==> config.mk <==
export PLATFORM = sky130hd
export DESIGN_NAME = integer_alu
export DESIGN_NICKNAME = d
export VERILOG_FILES = /design/src/hdl/ialu_pkg.sv /design/src/hdl/ialu_front.sv /design/src/hdl/ialu_div_stage.sv /design/src/hdl/integer_alu.sv
export SDC_FILE = /design/constraint.sdc
export NUM_CORES = 2
export LEC_CHECK = 0
export ABC_AREA = 1
export BUFFER_PORTS_ARGS = -buffer_cell sky130_fd_sc_hd__buf_2
export CAP_MARGIN = 20
export CORE_MARGIN = 3
export CORE_UTILIZATION = 50
export DETAILED_ROUTE_END_ITERATION = 12
export HOLD_SLACK_MARGIN = 0.02
export PLACE_DENSITY = 0.65
export SLEW_MARGIN = 20
export SYNTH_ARGS = -nofsm -noshare
export SYNTH_HDL_FRONTEND = slang
export SYNTH_SLANG_ARGS = --single-unit
==> constraint.sdc <==
create_clock -name clk -period 5.5 [get_ports clk]
set_clock_uncertainty 0.2 [all_clocks]
set_input_delay 0.275 -clock clk [delete_from_list [all_inputs] [get_ports clk]]
set_output_delay 0.275 -clock clk [all_outputs]
set_load 0.02 [all_outputs]
==> src/hdl/ialu_pkg.sv <==
package ialu_pkg;

	// Field widths of the stream payload
	localparam int FIELD_W   = 16;
	localparam int OP_W      = 4;
	localparam int WIDTH_DEF = 16;

	// Bit positions of the result flags in m_tuser
	localparam int FLAG_CY = 0;
	localparam int FLAG_DZ = 1;

	// Operation codes carried in s_tuser
	typedef enum logic [OP_W-1:0] {
		OP_ADD = 4'd0,
		OP_SUB = 4'd1,
		OP_MUL = 4'd2,
		OP_DIV = 4'd3,
		OP_MOD = 4'd4,
		OP_SHL = 4'd5,
		OP_SHR = 4'd6,
		OP_ROL = 4'd7,
		OP_ROR = 4'd8,
		OP_INV = 4'd9
	} op_t;

	// Control that travels with each request down the pipeline
	typedef struct packed {
		logic vld;     // stage holds a request
		logic div_op;  // divide or modulo: iterate the divider
		logic mod_sel; // deliver remainder instead of quotient
		logic cy;      // carry out of add or subtract
		logic dz;      // zero divisor
	} ctl_t;

endpackage

==> src/hdl/ialu_front.sv <==
module ialu_front #(
	parameter int DW = ialu_pkg::WIDTH_DEF
) (
	input  logic             clk,
	input  logic             arst_n,
	input  logic             in_vld,
	input  logic [3:0]       in_op,
	input  logic [DW-1:0]    in_a,
	input  logic [DW-1:0]    in_b,
	input  logic             rdy_in,
	output logic             rdy_out,
	output ialu_pkg::ctl_t   ctl_s1,
	output logic [DW-1:0]    q_s1,
	output logic [DW-1:0]    dvs_s1
);

	ialu_pkg::op_t  op;
	ialu_pkg::ctl_t ctl_d;
	logic [DW-1:0]  neg_b;
	logic [DW-1:0]  addend;
	logic [DW:0]    sum;
	logic [DW-1:0]  prod;
	logic [DW-1:0]  res_d;

	assign op      = ialu_pkg::op_t'(in_op);
	assign rdy_out = !ctl_s1.vld || rdy_in;

	// Add and subtract share one adder; subtract adds the two's complement of b
	assign neg_b  = (~in_b) + {{(DW-1){1'b0}}, 1'b1};
	assign addend = (op == ialu_pkg::OP_SUB) ? neg_b : in_b;
	assign sum    = {1'b0, in_a} + {1'b0, addend};
	assign prod   = in_a * in_b;

	// Select the front-stage result and the control for the divider chain
	always_comb begin
		res_d       = '0;
		ctl_d       = '0;
		ctl_d.vld   = in_vld;
		case (op)
			ialu_pkg::OP_ADD,
			ialu_pkg::OP_SUB: begin
				res_d    = sum[DW-1:0];
				ctl_d.cy = sum[DW];
			end
			ialu_pkg::OP_MUL: res_d = prod;
			ialu_pkg::OP_DIV,
			ialu_pkg::OP_MOD: begin
				res_d         = in_a;
				ctl_d.div_op  = 1'b1;
				ctl_d.mod_sel = (op == ialu_pkg::OP_MOD);
				ctl_d.dz      = (in_b == '0);
			end
			ialu_pkg::OP_SHL: res_d = {in_a[DW-2:0], 1'b0};
			ialu_pkg::OP_SHR: res_d = {1'b0, in_a[DW-1:1]};
			ialu_pkg::OP_ROL: res_d = {in_a[DW-2:0], in_a[DW-1]};
			ialu_pkg::OP_ROR: res_d = {in_a[0], in_a[DW-1:1]};
			ialu_pkg::OP_INV: res_d = ~in_a;
			default:          res_d = '0;
		endcase
	end

	// Hold control under reset
	always_ff @(posedge clk or negedge arst_n) begin
		if (!arst_n) begin
			ctl_s1 <= '0;
		end else if (rdy_out) begin
			ctl_s1 <= ctl_d;
		end
	end

	// Capture payload when the stage advances
	always_ff @(posedge clk) begin
		if (rdy_out && in_vld) begin
			q_s1   <= res_d;
			dvs_s1 <= in_b;
		end
	end

	a_dz_only_div: assert property (@(posedge clk) disable iff (!arst_n)
		ctl_s1.vld && ctl_s1.dz |-> ctl_s1.div_op)
		else $error("zero divisor flag on a non-divide request");

	a_cy_not_div: assert property (@(posedge clk) disable iff (!arst_n)
		ctl_s1.vld && ctl_s1.cy |-> !ctl_s1.div_op)
		else $error("carry set on a divide request");

endmodule

==> src/hdl/ialu_div_stage.sv <==
module ialu_div_stage #(
	parameter int DW = ialu_pkg::WIDTH_DEF
) (
	input  logic             clk,
	input  logic             arst_n,
	input  ialu_pkg::ctl_t   ctl_in,
	input  logic [DW-1:0]    rem_in,
	input  logic [DW-1:0]    q_in,
	input  logic [DW-1:0]    dvs_in,
	input  logic             rdy_in,
	output logic             rdy_out,
	output ialu_pkg::ctl_t   ctl_sn,
	output logic [DW-1:0]    rem_sn,
	output logic [DW-1:0]    q_sn,
	output logic [DW-1:0]    dvs_sn
);

	logic [DW:0]   trial;
	logic [DW:0]   diff;
	logic          fits;
	logic [DW-1:0] rem_d;
	logic [DW-1:0] q_d;

	assign rdy_out = !ctl_sn.vld || rdy_in;

	// One restoring step: shift in the next dividend bit, subtract if it fits
	assign trial = {rem_in, q_in[DW-1]};
	assign diff  = trial - {1'b0, dvs_in};
	assign fits  = (trial >= {1'b0, dvs_in});

	always_comb begin
		rem_d = rem_in;
		q_d   = q_in;
		if (ctl_in.div_op) begin
			rem_d = fits ? diff[DW-1:0] : trial[DW-1:0];
			q_d   = {q_in[DW-2:0], fits};
		end
	end

	// Hold control under reset
	always_ff @(posedge clk or negedge arst_n) begin
		if (!arst_n) begin
			ctl_sn <= '0;
		end else if (rdy_out) begin
			ctl_sn <= ctl_in;
		end
	end

	// Advance payload with its request
	always_ff @(posedge clk) begin
		if (rdy_out && ctl_in.vld) begin
			rem_sn <= rem_d;
			q_sn   <= q_d;
			dvs_sn <= dvs_in;
		end
	end

endmodule

==> src/hdl/integer_alu.sv <==
// DW = min(WIDTH, 16) (16 at the default); requests pass the front stage, divider chain and output register.
// Throughput: one request per cycle unless m_tready stalls the output; the restoring divider
// is unrolled into one stage per quotient bit, with operand decode, adder and multiplier in the first stage.
// Each stage advances whenever the next one is empty or moving, so bubbles are squeezed out.
// Reset: arst_n asynchronously clears all valid bits; payload registers are not reset.
module integer_alu #(
	parameter int WIDTH = ialu_pkg::WIDTH_DEF
) (
	input  logic        clk,
	input  logic        arst_n,
	input  logic        s_tvalid,
	output logic        s_tready,
	input  logic [31:0] s_tdata,  // [15:0] operand_a, [31:16] operand_b
	input  logic [3:0]  s_tuser,  // [3:0] req_type
	output logic        m_tvalid,
	input  logic        m_tready,
	output logic [15:0] m_tdata,  // [15:0] result
	output logic [1:0]  m_tuser   // [0] carry_out, [1] div_by_zero
);

	localparam int DW = (WIDTH < ialu_pkg::FIELD_W) ? WIDTH : ialu_pkg::FIELD_W;

	ialu_pkg::ctl_t ctl_c [DW+1];
	logic [DW-1:0]  rem_c [DW+1];
	logic [DW-1:0]  q_c   [DW+1];
	logic [DW-1:0]  dvs_c [DW+1];
	logic           rdy_c [DW+2];

	logic                      out_vld_q;
	logic [ialu_pkg::FIELD_W-1:0] res_q;
	logic                      cy_q;
	logic                      dz_q;
	logic [ialu_pkg::FIELD_W-1:0] res_d;

	// Decode, add, multiply and shift
	ialu_front #(.DW(DW)) u_front (
		.clk     (clk),
		.arst_n  (arst_n),
		.in_vld  (s_tvalid),
		.in_op   (s_tuser),
		.in_a    (s_tdata[DW-1:0]),
		.in_b    (s_tdata[ialu_pkg::FIELD_W+DW-1:ialu_pkg::FIELD_W]),
		.rdy_in  (rdy_c[1]),
		.rdy_out (rdy_c[0]),
		.ctl_s1  (ctl_c[0]),
		.q_s1    (q_c[0]),
		.dvs_s1  (dvs_c[0])
	);

	assign rem_c[0] = '0;
	assign s_tready = rdy_c[0];

	// Divider chain, one quotient bit per stage
	for (genvar k = 1; k <= DW; k++) begin : g_div
		ialu_div_stage #(.DW(DW)) u_stage (
			.clk     (clk),
			.arst_n  (arst_n),
			.ctl_in  (ctl_c[k-1]),
			.rem_in  (rem_c[k-1]),
			.q_in    (q_c[k-1]),
			.dvs_in  (dvs_c[k-1]),
			.rdy_in  (rdy_c[k+1]),
			.rdy_out (rdy_c[k]),
			.ctl_sn  (ctl_c[k]),
			.rem_sn  (rem_c[k]),
			.q_sn    (q_c[k]),
			.dvs_sn  (dvs_c[k])
		);
	end

	// Pick quotient, remainder or pass-through result; force it to zero on a zero divisor
	assign rdy_c[DW+1] = !out_vld_q || m_tready;

	always_comb begin
		res_d         = '0;
		res_d[DW-1:0] = ctl_c[DW].mod_sel ? rem_c[DW] : q_c[DW];
		if (ctl_c[DW].dz) begin
			res_d = '0;
		end
	end

	// Output register
	always_ff @(posedge clk or negedge arst_n) begin
		if (!arst_n) begin
			out_vld_q <= 1'b0;
		end else if (rdy_c[DW+1]) begin
			out_vld_q <= ctl_c[DW].vld;
		end
	end

	always_ff @(posedge clk) begin
		if (rdy_c[DW+1] && ctl_c[DW].vld) begin
			res_q <= res_d;
			cy_q  <= ctl_c[DW].cy;
			dz_q  <= ctl_c[DW].dz;
		end
	end

	assign m_tvalid                 = out_vld_q;
	assign m_tdata                  = res_q;
	assign m_tuser[ialu_pkg::FLAG_CY] = cy_q;
	assign m_tuser[ialu_pkg::FLAG_DZ] = dz_q;

	a_dz_zero_result: assert property (@(posedge clk) disable iff (!arst_n)
		m_tvalid && m_tuser[ialu_pkg::FLAG_DZ] |-> (m_tdata == '0))
		else $error("zero divisor result is not zero");

	a_flags_exclusive: assert property (@(posedge clk) disable iff (!arst_n)
		m_tvalid |-> !(m_tuser[ialu_pkg::FLAG_CY] && m_tuser[ialu_pkg::FLAG_DZ]))
		else $error("carry and zero divisor flags both set");

	a_stall_only_full: assert property (@(posedge clk) disable iff (!arst_n)
		!s_tready |-> (m_tvalid && !m_tready))
		else $error("input stalled while output is free");

endmodule
* After elaboration in Yosys (flattened, before gate mapping)
Cells that the tools add are included.
Operators by class: add/subtract/negate cells 18, multiply operators 1, magnitude comparators 16, equal/unequal tests 9, mux-type cells 53, bitwise operators 2, reduce and logical (&&, ||, !) cells 59
Operators with widths (number):
- 16-bit two-way mux | 48
- 17-bit by 16-bit >= comparator with 1-bit output | 15
- 16-bit subtractor | 15
- 16-bit case mux with 8 select lines | 1
- 16-bit NOT | 2
- 1-bit logical AND | 18
- 1-bit logical NOT | 18
- 1-bit logical OR | 18
- 16-bit by 16-bit adder with 17-bit output | 1
- 16-bit by 1-bit adder with 16-bit output (second input constant) | 1
- 4-bit by 3-bit equality test with 1-bit output (second input constant) | 4
- 1-bit by 16-bit >= comparator with 1-bit output | 1
- 16-bit logical NOT | 1
- 16-bit by 16-bit multiplier with 16-bit output | 1
- 1-bit by 16-bit subtractor with 16-bit output | 1
- 4-bit by 2-bit equality test with 1-bit output (second input constant) | 2
- 4-bit equality test (second input constant) | 2
- 4-bit by 1-bit equality test with 1-bit output (second input constant) | 1
- 4-bit logical NOT | 1
- 2-bit OR reduction | 2
- 1-bit two-way mux | 3
- 2-bit two-way mux | 1
- 2-bit AND reduction | 1
Word-level totals: register bits 887, output and inout bits 20, logic and storage cells 296

* Longest topological paths before layout
depth in word-level cells 20, depth in mapped cells 31

* Hierarchy
From an unflattened synthesis, not the netlist that was laid out.
Second synthesis, totals: cells, all modules 7962, area total of the unflattened synthesis 62192.1 um2
By module, submodules not included:
- ialu_div_stage (g_div[10].u_stage ...) | instances 9, cells each 427, area an instance 3380.7 um2, seq. area each 1566.5 um2
- ialu_div_stage (g_div[14].u_stage ...) | instances 7, cells each 422, area an instance 3339.5 um2, seq. area each 1566.5 um2
- ialu_front | instances 1, cells each 1053, area an instance 7434.6 um2, seq. area each 1086.0 um2
- integer_alu | instances 1, cells each 112, area an instance 954.7 um2, seq. area each 565.5 um2

* Worst setup path before layout
Ideal clock, no wire load.
path kind input -> register, start input s_tdata[17], end register u_front.q_s1[13] (data pin), setup time 0.265 ns, arrival 5.132 ns, slack -0.097 ns, stages 23, cells stage by stage clkbuf_1 -> clkbuf_1 -> nand2_1 -> fa_1 -> fa_1 -> fa_1 -> inv_1 -> ha_1 -> fa_1 -> inv_1 -> fa_1 -> inv_1 -> ha_1 -> nand2_1 -> nor3_1 -> nand2_1 -> nand2_1 -> nand2_1 -> nand2_1 -> a21oi_1 -> or2_2 -> nand3_1 -> nand3_1
Between the ends: cells in the longest elaborated chain, start to end 5, elaborated cells on any way between the ends 6, classes of those cells add/sub: 2; mul: 1; mux: 2; bitwise: 1
RTL lines:
- from (decl) | RTL line integer_alu.sv:13 | input logic [31:0] s_tdata,
- 16-bit NOT | RTL line ialu_front.sv:29 | assign neg_b = (~in_b) + {{(DW-1){1'b0}}, 1'b1};
- 16-bit by 1-bit adder with 16-bit output | RTL line ialu_front.sv:29
- 16-bit two-way mux | RTL line ialu_front.sv:30 | assign addend = (op == ialu_pkg::OP_SUB) ? neg_b : in_b;
- 16-bit by 16-bit adder with 17-bit output | RTL line ialu_front.sv:31 | assign sum = {1'b0, in_a} + {1'b0, addend};
- 16-bit case mux with 8 select lines * | RTL line ialu_front.sv:39 | case (op)
- named net u_front.res_d[13] | RTL line ialu_front.sv:23 | logic [DW-1:0] res_d;
- to (signal assigned) | RTL line ialu_front.sv:74 | q_s1 <= res_d;
- to (decl) | RTL line ialu_front.sv:13 | output logic [DW-1:0] q_s1,
Mark *: on every way through the listed nets, which the timed path passes. The rest lies on a longest branch. A chain may end at the register's enable or synchronous reset.

* Worst setup path in the final report
start input s_tdata[20], end register u_front.q_s1[14] (data pin)
Same word-level chain as after synthesis.

==> run_results.csv <==
group,metric,value,unit
pwr,switchingPower,14.4,mW
pwr,finalPower,34.4,mW
hold_path,hold_path_class,"in2reg",
worst_setup_path,crit_end,"u_front.q_s1[14]",
sta,fin_crit_sh,97.1,%
sta,min_period,5.34,ns
layout,fin_nets,6484,
layout,final_common_cell,"nand2_1",
worst_setup_path,worst_r2r_path_depth,12,
outcome,status,"complete, no violations",
synthesis,synth_ff_type,"edfxtp_1",
worst_setup_path,startpoint_type,"primary input",
pwr,p_clk_share,18.0,%
sta,slew_viol_final,0,
sta,max_freq,0.187,GHz
placement,port_buffers,59,
pwr,p_int,20.0,mW
worst_setup_path,critPathLaunch,"s_tdata[20]",
worst_setup_path,regToRegEndpoint,"g_div[16].u_stage.rem_sn[1]",
floorplan,rows,119,
worst_setup_path,reg2reg_slack,1.61,ns
sta,setup_viol,0,
global_route,antenna_found_initial,0,
synthesis,ys_seq_elements,887,
synthesis,ys_top_cells_by_area,"edfxtp_1, nand2_1, ha_1",
pwr,p_comb_share,46.5,%
synthesis,synth_cell_types,53,
synthesis,syn_inst,5952,
sta,fin_ws,0.158,ns
layout,layout_common_cells,"nand2_1, inv_1, edfxtp_1, o21ai_0, nand3_1",
layout,drive_above_1_share,5.75,%
sta,tns,0,ns
floorplan,initial_core_util,50.7,%
clock_network,clkSlewWorstSetupHoldPaths,0.07,ns
clock_network,root_buffer,"clkbuf_16",
worst_setup_path,cp_max_fo,6,
sta,rsz0062_at_grt,"true",
clock_network,cts_made_buffers,95,
worst_setup_path,end_kind,"flop",
layout,n_fill_cell,9478,
synthesis,yosysWarnings,0,
layout,syn_to_final_growth,10.3,%
floorplan,die-area,0.111,mm2
clock_network,clock-sinks,887,
synthesis,synth_edf_count,802,
floorplan,die_h,334,um
worst_setup_path,crit_type,"in2reg",
synthesis,synth_area,0.0537,mm2
global_route,grt.total_usage,23.0,%
detailed_routing,ant_nets,0,
layout,diodes,0,
pwr,power_frac_seq,35.4,%
clock_network,clkLatencyLatePin,0.69,ns
detailed_routing,drc_errors,0,
pwr,power.density,580,mW/mm2
sta,tightest_slew,1.02,ns
floorplan,core_area,0.106,mm2
pwr,ir_drop,322,uV
detailed_routing,drt_iter0_drc,3345,
clock_network,cts_tree,"yes",
floorplan,pin_count,60,
sta,slew_headroom,31.9,%
global_route,grt_max_degree,79,
global_route,grt-ovfl-total,0,
run,cap_viol_max_count,0,
global_route,grt_pass1_wl,208000,um
worst_setup_path,crit_arrival,5.56,ns
synthesis,synth_nets,6396,
detailed_routing,wl_per_cell,17.0,um
synthesis,yosysTopAreaCellShare,44.8,%
placement,place_ws,-0.0463,ns
layout,multi_input_area,0.0236,mm2
placement,dp_hpwl,98100,um
worst_setup_path,r2r_start,"g_div[15].u_stage.rem_sn[1]",
placement,gp_congestion,0.928,
detailed_routing,drt-total-wl,128000,um
detailed_routing,drt_pass1_iterations,6,
detailed_routing,routed-via-count,40600,
global_route,grt_pass1_vias,39600,
synthesis,ys_seq_area_share,48.8,%
sta,hold_violations,0,
worst_setup_path,cp_data_required_time,5.72,ns
layout,seq_area,0.0262,mm2
detailed_routing,vias_per_cell,5.41,
floorplan,die_x,334,um
pwr,p_leak,26.6,nW
synthesis,synthArstFlopShare,9.58,%
synthesis,postSynthAreaPerCell,9.03,um2
clock_network,h-tree-depth,3,
pwr,switching_share,41.9,%
synthesis,synth_top_area_cell,"edfxtp_1",
clock_network,clock_path_buffers,3,
-- power by group through the flow --
stage	Clock, mW	Sequential [mW]	Combinational [mW]
after floorplan	0	11.7	11.9
after global placement	0	12.3	15.5
after detailed placement	0	12.3	15.7
after CTS	6.36	12.2	15.8
after global routing	6.62	12.4	18.2
final	6.20	12.2	16.0
-- state kept, by name, indices dropped and copies added, names as in the netlist --
| register | flops |
|---|---|
| g_div.u_stage.q_sn | 256 |
| m_tdata | 16 |
| g_div.u_stage.dvs_sn | 240 |
| g_div.u_stage.ctl_sn | 79 |
| dz_q | 1 |
| u_front.q_s1 | 16 |
| g_div.u_stage.rem_sn | 256 |
| m_tvalid | 1 |
| u_front.dvs_s1 | 16 |
| u_front.ctl_s1 | 5 |
| cy_q | 1 |
-- how the worst min path moves through the flow --
stage / slack, ns / cells past startpoint / from / end
2_1_floorplan: -0.22 / 0 / arst_n / g_div[10].u_stage.ctl_sn[0]
3_5_place_dp: -0.1 / 1 / arst_n / m_tvalid
5_1_grt: 0.1 / 4 / s_tdata[0] / u_front.q_s1[1]
6_report: 0.1 / 7 / s_tuser[2] / u_front.ctl_s1[1]
3_3_place_gp: -0.10 / 1 / arst_n / m_tvalid
4_1_cts: 0.05 / 7 / s_tuser[2] / u_front.ctl_s1[1]
-- cell type report --
class | count | share of cell area (%)
multi-input cells | 3985 | 39.7
well taps | 1391 | 2.94
clock buffers | 118 | 4.19
repair buffers | 203 | 2.54
flip-flops and latches | 887 | 44.2
clock inverters | 57 | 0.868
inverters | 868 | 5.50
-- cells in the mapped netlist (4+ instances only) --
cell,n
nand2_1,1400
inv_1,861
edfxtp_1,802
o21ai_0,494
nand3_1,412
ha_1,308
nor2_1,289
a21oi_1,247
clkbuf_1,179
xor2_1,134
nand4_1,130
fa_1,96
xnor2_1,88
dfrtp_1,85
nor3_1,72
a21o_1,47
o211ai_1,46
nand3b_1,36
a31oi_1,25
o21bai_1,25
buf_2,20
nor4_1,19
a221oi_1,16
o22ai_1,13
a211oi_1,12
or2_2,11
buf_1,8
a21boi_0,7
clkinv_1,7
o2111ai_1,6
o21a_1,5
buf_4,4
mux2_2,4
nand4_2,4
nand4_4,4
o221ai_1,4
-- metal layers --
layer / global-route usage (%) / wire length, um / vias to the layer above
met5: 0 / 0 / -
met4: 6.41 / 3080 / 0
met3: 2.60 / 5330 / 188
met2: 40.2 / 63100 / 909
met1: 30.5 / 56400 / 19300
li1: - / - / 20300
-- cell families (layout without fill, tap and decap cells) --
kind of cell | count (synthesis) | after routing | share of synthesized area (%)
AOI/OAI and AO/OA | 962 | 962 | 9.97
xor gates and xnor gates | 222 | 222 | 3.62
adders and majority gates | 404 | 404 | 10.7
buffers and inverters | 1080 | 1246 | 7.63
DFF | 887 | 887 | 48.8
muxes | 4 | 4 | 0.0838
and+or+nand+nor | 2393 | 2393 | 19.2
-- critical path: stages --
cell           delay [ns]
dlygate4sd3_1        0.54
buf_4                0.18
buf_4                0.18
nand2_1              0.08
inv_1                0.05
fa_1                 0.53
inv_1                0.05
fa_1                 0.47
inv_1                0.05
fa_1                 0.49
fa_1                 0.51
fa_1                 0.51
inv_1                0.06
fa_1                 0.47
inv_1                0.04
ha_2                 0.36
nand2_1              0.08
nor2_1               0.13
nand3_1              0.11
o2111ai_1            0.11
a21oi_1              0.09
o21ai_0              0.09
nand3_1              0.11
-- stage by stage --
stage	cell area (um2)	std cells	utilization, %	hold slack [ns]
after floorplan	53700	5952	-	-0.221
after global placement	55800	7296	52.6	-0.100
after detailed placement	55800	7296	52.6	-0.0986
after CTS	59200	7508	55.8	0.0456
after global routing	59300	7509	55.9	0.0978
final	59300	7509	55.9	0.0998
-- what timing repair did --
action | 4_1_cts | 5_1_grt
hold buffers | 37 | 0
buffers inserted | 0 | 1
setup endpoints to repair | 0 | 4
gates resized for setup | 0 | 24
endpoints found under the hold margin | 130 | 0
Power figures use the tool's default switching activity.
